### config.mk
export PLATFORM = sky130hd
export DESIGN_NAME = integer_string_parser
export DESIGN_NICKNAME = d
export VERILOG_FILES = /design/src/hw/rtl/isp_pkg.sv /design/src/hw/rtl/isp_accum.sv /design/src/hw/rtl/integer_string_parser.sv
export VERILOG_INCLUDE_DIRS = /design/src /design/src/hw/rtl
export SDC_FILE = /design/constraint.sdc
export NUM_CORES = 2
export LEC_CHECK = 0
export BUFFER_PORTS_ARGS = -buffer_cell sky130_fd_sc_hd__buf_2
export CORE_ASPECT_RATIO = 1.75
export CORE_UTILIZATION = 40
export DETAILED_ROUTE_END_ITERATION = 7
export PLACE_DENSITY_LB_ADDON = 0.05
export SLEW_MARGIN = 30
export SYNTH_ARGS = -nofsm -noshare
export SYNTH_HDL_FRONTEND = slang
export SYNTH_SLANG_ARGS = --single-unit
### constraint.sdc
create_clock -name clk -period 19.2 [get_ports clk]
set_input_delay 1.92 -clock clk [delete_from_list [all_inputs] [get_ports clk]]
set_output_delay 1.92 -clock clk [all_outputs]
set_load 0.05 [all_outputs]
### src/hw/rtl/assert_macros.svh
// Assertion macros used by the integer string parser top level.
`ifndef ASSERT_MACROS_SVH
`define ASSERT_MACROS_SVH
`ifndef SYNTH
`define ASSERT_PROP(label, clk, rst, prop) \
  label: assert property (@(posedge clk) disable iff (rst) prop) \
    else $error("%m: property failed");
`define ASSERT_NEVER(label, clk, rst, expr) \
  label: assert property (@(posedge clk) disable iff (rst) !(expr)) \
    else $error("%m: forbidden condition seen");
`else
`define ASSERT_PROP(label, clk, rst, prop)
`define ASSERT_NEVER(label, clk, rst, expr)
`endif
`endif

### src/hw/rtl/isp_pkg.sv
// Types, constants and the character decoder of the integer string parser.
package isp_pkg;

  typedef logic [63:0] word_t;
  typedef logic [5:0]  digit_t;
  typedef logic [5:0]  base_t;
  typedef logic [1:0]  status_t;
  typedef logic [11:0] offset_t;

  typedef struct packed {
    word_t acc;
    logic  ovf;
  } acc_res_t;

  localparam int OFF_W = 12;
  localparam offset_t OFF_MAX = 12'hFFF;

  localparam word_t S_MAX = 64'h7FFF_FFFF_FFFF_FFFF;
  localparam word_t S_MIN = 64'h8000_0000_0000_0000;
  localparam word_t U_MAX = 64'hFFFF_FFFF_FFFF_FFFF;

  localparam status_t ST_OK     = 2'd0;
  localparam status_t ST_NOCONV = 2'd1;
  localparam status_t ST_RANGE  = 2'd2;

  localparam logic REG_BASE   = 1'b0;
  localparam logic REG_SIGNED = 1'b1;

  localparam base_t BASE_AUTO = 6'd0;
  localparam base_t BASE_ONE  = 6'd1;
  localparam base_t BASE_OCT  = 6'd8;
  localparam base_t BASE_DEC  = 6'd10;
  localparam base_t BASE_HEX  = 6'd16;
  localparam base_t BASE_TOP  = 6'd36;

  localparam digit_t DIGIT_NONE = 6'd36;

  localparam logic [7:0] CH_TAB   = 8'h09;
  localparam logic [7:0] CH_NL    = 8'h0A;
  localparam logic [7:0] CH_SPACE = 8'h20;
  localparam logic [7:0] CH_PLUS  = 8'h2B;
  localparam logic [7:0] CH_MINUS = 8'h2D;
  localparam logic [7:0] CH_ZERO  = 8'h30;
  localparam logic [7:0] CH_NINE  = 8'h39;
  localparam logic [7:0] CH_UA    = 8'h41;
  localparam logic [7:0] CH_UX    = 8'h58;
  localparam logic [7:0] CH_UZ    = 8'h5A;
  localparam logic [7:0] CH_LA    = 8'h61;
  localparam logic [7:0] CH_LX    = 8'h78;
  localparam logic [7:0] CH_LZ    = 8'h7A;

  // Digit value of a character; anything that is not alphanumeric decodes
  // to a value no base accepts.
  function automatic digit_t digit_of(input logic [7:0] c);
    digit_t d;
    d = DIGIT_NONE;
    if (c >= CH_ZERO && c <= CH_NINE) begin
      d = 6'(c - CH_ZERO);
    end else if (c >= CH_LA && c <= CH_LZ) begin
      d = 6'(c - CH_LA) + BASE_DEC;
    end else if (c >= CH_UA && c <= CH_UZ) begin
      d = 6'(c - CH_UA) + BASE_DEC;
    end
    return d;
  endfunction

endpackage

### src/hw/rtl/isp_accum.sv
// Multiply-add of one digit into the accumulator, with the range check.
module isp_accum (
  input  isp_pkg::word_t    acc,
  input  isp_pkg::base_t    base,
  input  isp_pkg::digit_t   digit,
  input  logic              signed_mode,
  input  logic              negative,
  output isp_pkg::acc_res_t res
);

  logic [69:0]    prod;
  logic [70:0]    sum;
  isp_pkg::word_t limit;

  assign prod = {6'd0, acc} * {64'd0, base};
  assign sum  = {1'b0, prod} + 71'(digit);

  // A negative signed result may reach one step further than a positive one.
  assign limit = signed_mode ? (negative ? isp_pkg::S_MIN : isp_pkg::S_MAX)
                             : isp_pkg::U_MAX;

  assign res.ovf = sum > {7'd0, limit};
  assign res.acc = sum[63:0];

endmodule

### src/hw/rtl/integer_string_parser.sv
// Top level of the streaming integer string parser.
//
//  Channel   Dir  Signals                       Contents (lowest bit first)
//  s_axis    in   tvalid tready tdata tuser     tdata: character[7:0]; tuser: first
//  m_axis    out  tvalid tready tdata tuser     tdata: value[63:0], end_offset[75:64]
//                                               tuser: status[1:0]
//  cfg       in   cfg_we cfg_index cfg_data     register 0 number_base, 1 signed_mode
//
// One character a cycle unless a waiting result stalls: it is registered on entry,
// and from the entry register it is decoded and folded into the accumulator by one
// 64 by 6 multiply-add. A result is loaded into the output register as the
// character that ends the number leaves the entry register.
// The state update of one character feeds the next, so the multiply-add loop
// sets the clock period.
// A waiting result stalls only the entry stage, and only when a further
// character has arrived behind it; rst clears control state synchronously.
`include "assert_macros.svh"

module integer_string_parser #(
  parameter int MAX_LEN = 4095
) (
  input  logic        clk,
  input  logic        rst,
  input  logic        s_axis_tvalid,
  output logic        s_axis_tready,
  input  logic [7:0]  s_axis_tdata,   // character[7:0]
  input  logic        s_axis_tuser,   // first
  output logic        m_axis_tvalid,
  input  logic        m_axis_tready,
  output logic [79:0] m_axis_tdata,   // value[63:0], end_offset[75:64], zeros
  output logic [1:0]  m_axis_tuser,   // status[1:0]
  input  logic        cfg_we,
  input  logic        cfg_index,
  input  logic [5:0]  cfg_data
);

  localparam int PosW = $clog2(MAX_LEN + 1);
  localparam int CmpW = (PosW > isp_pkg::OFF_W) ? PosW : isp_pkg::OFF_W;

  localparam logic [2:0] PH_DONE   = 3'd0;
  localparam logic [2:0] PH_LEAD   = 3'd1;
  localparam logic [2:0] PH_SIGNED = 3'd2;
  localparam logic [2:0] PH_ZERO   = 3'd3;
  localparam logic [2:0] PH_PREFIX = 3'd4;
  localparam logic [2:0] PH_DIGITS = 3'd5;

  // Configuration registers.
  isp_pkg::base_t cfg_base;
  logic           cfg_signed;

  // Entry stage.
  logic       s1_valid;
  logic [7:0] s1_char;
  logic       s1_first;
  logic       s1_fire;

  // Parser state.
  logic [2:0]      phase, phase_next;
  isp_pkg::word_t  acc, acc_next;
  logic            ovf, ovf_next;
  logic            neg, neg_next;
  isp_pkg::base_t  base, base_next;
  logic            sgn, sgn_next;
  logic [PosW-1:0] position, position_next;
  logic [PosW-1:0] digits_start, digits_start_next;

  // Result register.
  logic             out_valid;
  isp_pkg::word_t   out_value;
  isp_pkg::offset_t out_off;
  isp_pkg::status_t out_status;

  // Values seen by the current character, after a new string resets them.
  logic [2:0]      cur_ph;
  isp_pkg::word_t  cur_acc;
  logic            cur_ovf;
  logic            cur_neg;
  isp_pkg::base_t  cur_base;
  logic            cur_sgn;
  logic [PosW-1:0] cur_pos;
  logic [PosW-1:0] cur_ds;

  isp_pkg::digit_t   dig;
  isp_pkg::base_t    base_eff;
  logic              is_digit;
  logic              bad_base;
  logic [PosW-1:0]   pos_inc;
  isp_pkg::acc_res_t step;
  isp_pkg::word_t    fin_value;
  isp_pkg::status_t  fin_status;

  logic             emit;
  isp_pkg::word_t   emit_value;
  logic [PosW-1:0]  emit_pos;
  isp_pkg::status_t emit_status;
  logic [CmpW-1:0]  emit_wide;
  isp_pkg::offset_t emit_off;

  always_ff @(posedge clk) begin
    if (rst) begin
      cfg_base   <= isp_pkg::BASE_DEC;
      cfg_signed <= 1'b1;
    end else if (cfg_we) begin
      unique case (cfg_index)
        isp_pkg::REG_BASE:   cfg_base   <= cfg_data;
        isp_pkg::REG_SIGNED: cfg_signed <= cfg_data[0];
        default: ;
      endcase
    end
  end

  // The entry stage drains whenever the result register can take a result.
  assign s1_fire       = s1_valid && (!out_valid || m_axis_tready);
  assign s_axis_tready = !s1_valid || s1_fire;

  always_ff @(posedge clk) begin
    if (rst) begin
      s1_valid <= 1'b0;
    end else if (s_axis_tready) begin
      s1_valid <= s_axis_tvalid;
    end
  end

  always_ff @(posedge clk) begin
    if (s_axis_tvalid && s_axis_tready) begin
      s1_char  <= s_axis_tdata;
      s1_first <= s_axis_tuser;
    end
  end

  always_comb begin
    cur_ph   = s1_first ? PH_LEAD : phase;
    cur_acc  = s1_first ? '0 : acc;
    cur_ovf  = s1_first ? 1'b0 : ovf;
    cur_neg  = s1_first ? 1'b0 : neg;
    cur_base = s1_first ? cfg_base : base;
    cur_sgn  = s1_first ? cfg_signed : sgn;
    cur_pos  = s1_first ? '0 : position;
    cur_ds   = s1_first ? '0 : digits_start;
  end

  assign bad_base = s1_first && (cfg_base == isp_pkg::BASE_ONE || cfg_base > isp_pkg::BASE_TOP);
  assign dig      = isp_pkg::digit_of(s1_char);

  // Automatic detection falls back to octal after a leading zero, else decimal.
  assign base_eff = (cur_base != isp_pkg::BASE_AUTO) ? cur_base :
                    (cur_ph == PH_ZERO) ? isp_pkg::BASE_OCT : isp_pkg::BASE_DEC;
  assign is_digit = dig < base_eff;
  assign pos_inc  = (cur_pos < PosW'(MAX_LEN)) ? cur_pos + 1'b1 : cur_pos;

  isp_accum u_accum (
    .acc         (cur_acc),
    .base        (base_eff),
    .digit       (dig),
    .signed_mode (cur_sgn),
    .negative    (cur_neg),
    .res         (step)
  );

  always_comb begin
    if (cur_ovf) begin
      fin_value  = cur_sgn ? (cur_neg ? isp_pkg::S_MIN : isp_pkg::S_MAX) : isp_pkg::U_MAX;
      fin_status = isp_pkg::ST_RANGE;
    end else begin
      fin_value  = cur_neg ? (64'd0 - cur_acc) : cur_acc;
      fin_status = isp_pkg::ST_OK;
    end
  end

  always_comb begin
    phase_next        = cur_ph;
    acc_next          = cur_acc;
    ovf_next          = cur_ovf;
    neg_next          = cur_neg;
    base_next         = cur_base;
    sgn_next          = cur_sgn;
    position_next     = cur_pos;
    digits_start_next = cur_ds;
    emit              = 1'b0;
    emit_value        = '0;
    emit_pos          = '0;
    emit_status       = isp_pkg::ST_NOCONV;

    if (bad_base) begin
      emit       = 1'b1;
      phase_next = PH_DONE;
    end else begin
      unique case (cur_ph) inside
        PH_LEAD, PH_SIGNED: begin
          if (cur_ph == PH_LEAD && (s1_char == isp_pkg::CH_SPACE ||
              s1_char == isp_pkg::CH_TAB || s1_char == isp_pkg::CH_NL)) begin
            position_next = pos_inc;
          end else if (cur_ph == PH_LEAD && (s1_char == isp_pkg::CH_PLUS ||
                       s1_char == isp_pkg::CH_MINUS)) begin
            neg_next      = (s1_char == isp_pkg::CH_MINUS);
            phase_next    = PH_SIGNED;
            position_next = pos_inc;
          end else if ((cur_base == isp_pkg::BASE_AUTO || cur_base == isp_pkg::BASE_HEX) &&
                       s1_char == isp_pkg::CH_ZERO) begin
            digits_start_next = cur_pos;
            phase_next        = PH_ZERO;
            position_next     = pos_inc;
          end else begin
            base_next = base_eff;
            if (!is_digit) begin
              emit       = 1'b1;
              phase_next = PH_DONE;
            end else begin
              digits_start_next = cur_pos;
              phase_next        = PH_DIGITS;
              position_next     = pos_inc;
              if (!cur_ovf) begin
                ovf_next = step.ovf;
                acc_next = step.ovf ? cur_acc : step.acc;
              end
            end
          end
        end
        PH_ZERO, PH_PREFIX, PH_DIGITS: begin
          if (cur_ph == PH_ZERO && (s1_char == isp_pkg::CH_LX || s1_char == isp_pkg::CH_UX)) begin
            base_next         = isp_pkg::BASE_HEX;
            phase_next        = PH_PREFIX;
            position_next     = pos_inc;
            digits_start_next = pos_inc;
          end else if (cur_ph == PH_PREFIX && !is_digit) begin
            // A bare hex prefix converts the zero and stops at the x.
            emit        = 1'b1;
            emit_status = isp_pkg::ST_OK;
            emit_pos    = (cur_ds != '0) ? cur_ds - 1'b1 : '0;
            phase_next  = PH_DONE;
          end else begin
            base_next = base_eff;
            if (!is_digit) begin
              emit        = 1'b1;
              emit_value  = fin_value;
              emit_status = fin_status;
              emit_pos    = cur_pos;
              phase_next  = PH_DONE;
            end else begin
              phase_next    = PH_DIGITS;
              position_next = pos_inc;
              if (!cur_ovf) begin
                ovf_next = step.ovf;
                acc_next = step.ovf ? cur_acc : step.acc;
              end
            end
          end
        end
        default: phase_next = PH_DONE;
      endcase
    end
  end

  assign emit_wide = CmpW'(emit_pos);
  assign emit_off  = (emit_wide > CmpW'(isp_pkg::OFF_MAX)) ? isp_pkg::OFF_MAX
                                                            : emit_wide[isp_pkg::OFF_W-1:0];

  always_ff @(posedge clk) begin
    if (rst) begin
      phase        <= PH_DONE;
      acc          <= '0;
      ovf          <= 1'b0;
      neg          <= 1'b0;
      base         <= isp_pkg::BASE_DEC;
      sgn          <= 1'b1;
      position     <= '0;
      digits_start <= '0;
    end else if (s1_fire) begin
      phase        <= phase_next;
      acc          <= acc_next;
      ovf          <= ovf_next;
      neg          <= neg_next;
      base         <= base_next;
      sgn          <= sgn_next;
      position     <= position_next;
      digits_start <= digits_start_next;
    end
  end

  always_ff @(posedge clk) begin
    if (rst) begin
      out_valid <= 1'b0;
    end else if (s1_fire && emit) begin
      out_valid <= 1'b1;
    end else if (m_axis_tready) begin
      out_valid <= 1'b0;
    end
  end

  always_ff @(posedge clk) begin
    if (s1_fire && emit) begin
      out_value  <= emit_value;
      out_off    <= emit_off;
      out_status <= emit_status;
    end
  end

  assign m_axis_tvalid = out_valid;
  assign m_axis_tdata  = {4'd0, out_off, out_value};
  assign m_axis_tuser  = out_status;

  `ASSERT_NEVER(a_pos_range, clk, rst, position > PosW'(MAX_LEN))
  `ASSERT_PROP(a_stall_cause, clk, rst, !s_axis_tready |-> out_valid && !m_axis_tready)
  `ASSERT_PROP(a_emit_loads, clk, rst, s1_fire && emit |=> out_valid)
  `ASSERT_PROP(a_noconv_zero, clk, rst, out_valid && out_status == isp_pkg::ST_NOCONV |-> out_value == '0 && out_off == '0)
  `ASSERT_PROP(a_range_sat, clk, rst, out_valid && out_status == isp_pkg::ST_RANGE |-> out_value == isp_pkg::S_MAX || out_value == isp_pkg::S_MIN || out_value == isp_pkg::U_MAX)

endmodule

### Word-level counts from Yosys, hierarchy flattened

Index checks and enable logic that the tools add are counted.

* logic and storage cells: 179
* output and inout port bits: 84
* register bits after elaboration: 196

* equal/unequal tests: 15
* multipliers: 1
* $add $sub $neg: 9
* muxes and demuxes: 90
* reductions and logical operators: 33
* $lt $le $gt $ge: 11
* bitwise gates (word level): 2

Operator list (count)
* $mux W64: 14
* $mux W12: 22
* $pmux W64 S2: 1
* $add A70 B6 Y71: 1
* $gt A71 B64 Y1: 1
* $mul A64 B6 Y70: 1
* $mux W6: 11
* $sub A1 B64 Y64 const A: 1
* $pmux W12 S2: 2
* $eq A8 B6 Y1 const B: 4
* $mux W1: 26
* $mux W3: 8
* $eq A8 B4 Y1 const B: 2
* $eq A8 B7 Y1 const B: 2
* $ge A8 B7 Y1 const B: 2
* $le A8 B7 Y1 const B: 2
* $add A12 B1 Y12 const B: 1
* $add A6 B4 Y6 const B: 2
* $gt A12 B12 Y1 const B: 1
* $logic_and A1 B1 Y1: 12
* $lt A12 B12 Y1 const B: 1
* $pmux W6 S2: 1
* $reduce_bool A12 Y1: 1
* $sub A12 B1 Y12 const B: 1
* other kinds (24): 41

### Depth between registers and ports, before layout

* depth in word-level cells: 15
* mapped depth: 42

### By module

A second synthesis with hierarchy kept.

* cells, all modules: 2997
* area total of the unflattened synthesis: 25974.9 um^2

Modules (own cells, without submodules)
* isp_accum: times used 1, seq. area each 0.0 um^2, area each 14416.3 um^2, cells each 1697
* integer_string_parser: times used 1, seq. area each 4794.6 um^2, area each 11558.6 um^2, cells each 1300

### Worst setup path after synthesis

Ideal clock, no wire load.

* path type: flip-flop to flip-flop
* start point: register s1_first
* end point: register acc[60]
* stages on the path, launching flop included: 42
* setup time: 0.059 ns
* data arrival time: 9.117 ns
* slack: 10.024 ns
* data required time: 19.141 ns
* buffers on the path: 8
* cell sequence: edfxtp_1 -> buf_4 -> buf_2 -> buf_1 -> clkbuf_1 -> clkbuf_1 -> nor2_1 -> clkbuf_1 -> clkbuf_1 -> nand2_1 -> fa_1 -> fa_1 -> inv_1 -> fa_1 -> inv_1 -> fa_1 -> inv_1 -> ha_1 -> (+6 left out) -> o31ai_1 -> a21oi_1 -> nor2b_1 -> nor2_1 -> xnor2_1 -> ha_1 -> a21oi_1 -> o21ai_1 -> a2111oi_0 -> nor2_1 -> nor4_1 -> o21ai_1 -> or3_1 -> a211o_1 -> a2111o_1 -> nor4_2 -> buf_2 -> a22o_1

* longest elaborated chain between the ends: 15
* elaborated cells on any way between the ends: 42

RTL lines
* start, declared: line integer_string_parser.sv:54 `logic s1_first;`
* start signal, assigned: line integer_string_parser.sv:127 `s1_first <= s_axis_tuser;`
* $mux W3: line integer_string_parser.sv:132 `cur_ph = s1_first ? PH_LEAD : phase;`
* $eq A3 B2 Y1: line integer_string_parser.sv:147, integer_string_parser.sv:220
* $mux W2: line integer_string_parser.sv:147 `(cur_ph == PH_ZERO) ? isp_pkg::BASE_OCT : isp_pkg::BASE_DEC;`
* $mux W6: line integer_string_parser.sv:146 `assign base_eff = (cur_base != isp_pkg::BASE_AUTO) ? cur_base :`
* $mul A64 B6 Y70: line isp_accum.sv:15 `assign prod = {6'd0, acc} * {64'd0, base};`
* $add A70 B6 Y71: line isp_accum.sv:16 `assign sum = {1'b0, prod} + 71'(digit);`
* $gt A71 B64 Y1: line isp_accum.sv:22 `assign res.ovf = sum > {7'd0, limit};`
* $mux W64: line integer_string_parser.sv:214, integer_string_parser.sv:244
* $mux W64: line integer_string_parser.sv:212, integer_string_parser.sv:242
* $mux W64: line integer_string_parser.sv:205 `if (!is_digit) begin`
* $mux W64: line integer_string_parser.sv:198 `end else if ((cur_base == isp_pkg::BASE_AUTO || cur_base == isp_pkg::BASE_HEX) &&`
* $mux W64: line integer_string_parser.sv:193 `end else if (cur_ph == PH_LEAD && (s1_char == isp_pkg::CH_PLUS ||`
* $mux W64: line integer_string_parser.sv:190 `if (cur_ph == PH_LEAD && (s1_char == isp_pkg::CH_SPACE ||`
* $pmux W64 S2: line integer_string_parser.sv:188 `unique case (cur_ph) inside`
* $mux W64 (*): line integer_string_parser.sv:184 `if (bad_base) begin`
* end signal, assigned: line integer_string_parser.sv:270 `acc <= acc_next;`
* end, declared: line integer_string_parser.sv:59 `isp_pkg::word_t acc, acc_next;`

Mark *: on every way between the ends. The rest lies on a longest branch, timed or not.
A chain may end at the register's enable or synchronous reset.

### Final worst setup path

* start point: register s1_first
* end point: register acc[16]

Same word-level chain as after synthesis.

==> impl_metrics.json <==
{
  "worst_ep_arrival_time_ns": 12.73,
  "routabilityCongestion": 0.952,
  "async_flop_share_pct": 0,
  "grt_overflow": 0,
  "rrSetupSlack_ns": 6.90,
  "cts_hold_buf": 0,
  "maxSlewHeadroom_pct": 31.8,
  "synthCells": 2983,
  "antenna_cells": 0,
  "slew_viol_final": 0,
  "rsz0062_at_grt": "no",
  "yosysUniqueCellTypes": 93,
  "synthTopCellsByArea": "fa_1 (20%), ha_1 (11%), edfxtp_1 (10%)",
  "finalSetupTns_ns": 0,
  "cts_sinks": 196,
  "power.density_mw_per_mm2": 35.7,
  "cts_buffer_depth": 2,
  "grt_pass1_wl_um": 146000,
  "synth_area_leader_cell": "fa_1",
  "drt_iter0_drc": 1680,
  "worst_pin_slew_ns": 1.01,
  "drive_gt1_share_pct": 7.29,
  "coreArea_sq_mm": 0.0630,
  "final_common_cell": "nand2_1",
  "layout_common_cells": "nand2_1 (314), fa_1 (252), and2_1 (234)",
  "crit_fanout": 61,
  "grt_util_all_layers_pct": 30.5,
  "r2r-start": "s1_first",
  "violations": "design-rule violations",
  "die_height_um": 336,
  "cts_max_level": 4,
  "worstPathRequired_ns": 19.63,
  "syn_area_sq_mm": 0.0255,
  "hold_violations": 0,
  "timing.fmax_mhz": 81.3,
  "route.detailed.drc": 33,
  "grt_pass1_vias": 23400,
  "synth_warnings": 0,
  "die_area_sq_mm": 0.0647,
  "crit_slowest_cell": "inv_2",
  "cpPeakStageDelay_ns": 0.66,
  "hp-class": "reg -> reg",
  "outcome": "finished, violations left",
  "clkTransAtPathRegs_ns": 0.09,
  "fin_util_pct": 42.9,
  "critical_path.startpoint_type": "register",
  "multi_input_area_sq_mm": 0.0193,
  "crit_end": "acc[16]",
  "period_minus_slack_ns": 12.30,
  "placed_cell_area_sq_mm": 0.0264,
  "ios": 105,
  "antenna_found_initial": 1,
  "criticalPathCategory": "reg -> reg",
  "num_vias": 22400,
  "post_cts_resized": 0,
  "drt-met1-wl_um": 35800,
  "reg2reg_depth": 42,
  "highest_layer": "met4",
  "fin_crit_sh_pct": 64.1,
  "power.leakage_uw": 0.0125,
  "finClkSkew_ns": 0.0200,
  "antenna_left": 0,
  "seq_area_frac_synth_pct": 18.8,
  "synth_top_area_share_pct": 19.8,
  "cts_setup_buffers": 0,
  "fillCellCount": 6384,
  "r2r-end": "acc[16]",
  "ys_seq_elements": 196,
  "finish.net_count": 3440,
  "fp.dieW_um": 193,
  "drt_wl_total_um": 96400,
  "cts-root-buf": "clkbuf_16",
  "end_kind": "register",
  "ir_drop_v": 0.0000542,
  "stdcell_area_sq_mm": 0.0270,
  "hpwl_um": 75100,
  "wire_per_inst_um": 25.7,
  "cp-startpoint": "s1_first",
  "clock_latency_ns": 0.50,
  "dr.pass1.iters": 8,
  "setup_viol": 0,
  "rows": 122,
  "cts_tree": "built",
  "port_buffers": 100,
  "seqCellArea_sq_mm": 0.00480,
  "synth_top_flop_cell": "dfxtp_1",
  "via_per_inst": 5.97,
  "start_util_pct": 40.4,
  "maxCapViolCount": 0,
  "syn2layout_area_growth_pct": 6.14,
  "cp_common_cell": "buf_4",
  "wl_met3_um": 4260,
  "avgSynthCellArea_sq_um": 8.54,
  "dr_wl_met2_um": 51200,
  "grt_max_degree": 63,
  "synth_edf_count": 87,
  "cts_made_buffers": 17
}
worst min path at each step:
| stage | depth (start not counted) | startpoint | end | slack (ns) |
|---|---|---|---|---|
| floorplan | 2 | digits_start[4] | digits_start[4] | 0.44 |
| global placement | 1 | position[1] | position[1] | 0.45 |
| detailed placement | 1 | position[1] | position[1] | 0.47 |
| CTS | 1 | position[1] | position[1] | 0.50 |
| global route | 1 | position[1] | position[1] | 0.51 |
| finish | 2 | digits_start[4] | digits_start[4] | 0.50 |
routing by layer:
layer / vias to the layer above / track usage, %
met1: 11200 / 33.7
met5: - / 0
met3: 217 / 3.37
met2: 763 / 56.5
li1: 10300 / -
met4: 0 / 15.8
report_power, final:
group          switching [uW]  internal [uW]
sequential               9.37            442
clock                     213            176
combinational            95.1           28.7
sequential cells by signal, summed over array words and instances, names as in the netlist:
register,count
acc,64
out_value,64
digits_start,12
out_off,12
position,12
s1_char,8
base,6
cfg_base,6
phase,3
m_axis_tuser,2
cfg_signed,1
m_axis_tvalid,1
neg,1
ovf,1
s1_first,1
s1_valid,1
sgn,1
final cells by class:
cell class,instances,area share [%]
clock buffers,17,1.57
well taps,806,3.73
multi-input cells,2435,71.3
clock inverters,15,0.680
inverters,154,2.16
repair buffers,132,2.77
flip-flops and latches,196,17.7
cells in the mapped netlist, types with 9 or more instances:
| master | instances |
|---|---|
| fa_1 | 252 |
| and3_1 | 58 |
| buf_4 | 10 |
| nor2_1 | 221 |
| o21a_1 | 19 |
| nor2b_1 | 29 |
| o31ai_1 | 15 |
| o21ai_0 | 133 |
| mux2i_1 | 11 |
| xnor2_1 | 84 |
| a22o_1 | 64 |
| a22oi_1 | 11 |
| ha_1 | 231 |
| xor2_1 | 31 |
| a31oi_1 | 28 |
| nor4_1 | 12 |
| o41ai_1 | 15 |
| a21oi_1 | 220 |
| dfxtp_1 | 109 |
| edfxtp_1 | 87 |
| nand3b_1 | 9 |
| a211oi_1 | 16 |
| clkbuf_1 | 138 |
| nand2_1 | 314 |
| buf_2 | 32 |
| inv_1 | 150 |
| nand3_1 | 73 |
| o21bai_1 | 15 |
| nand4_1 | 44 |
| nor3_1 | 50 |
| o211ai_1 | 18 |
| o21ai_1 | 30 |
| buf_1 | 12 |
| and2_1 | 234 |
| nand2b_1 | 16 |
| or3_1 | 24 |
| a21o_1 | 19 |
per-stage QoR:
| step | instances | hold slack (ns) | setup slack (ns) | total power (uW) |
|---|---|---|---|---|
| after floorplan | 2986 | 0.439 | 10.02 | 541 |
| after global placement | 3722 | 0.453 | 7.52 | 583 |
| after detailed placement | 3723 | 0.475 | 7.24 | 584 |
| after CTS | 3755 | 0.497 | 7.18 | 971 |
| after global routing | 3755 | 0.513 | 6.28 | 995 |
| final | 3755 | 0.497 | 6.90 | 964 |
worst max-delay path: cells and delay by family (launching register included):
family / cells / cell delay (ns)
compound gates: 15 / 3.60
mux: 1 / 0.26
xor+xnor: 1 / 0.26
simple gates: 11 / 2.80
buf+inv: 8 / 2.47
fa+ha+maj: 6 / 2.31
flops: 1 / 0.37
kinds of logic after synthesis:
kind of cell | synth area share [%]
flops | 18.8
fa+ha+maj | 31.2
mux | 0.565
other cells | 0.0147
buf+inv | 5.77
simple gates | 22.6
compound gates | 17.1
xor+xnor | 4.02
(Power assumes the default switching activity.)
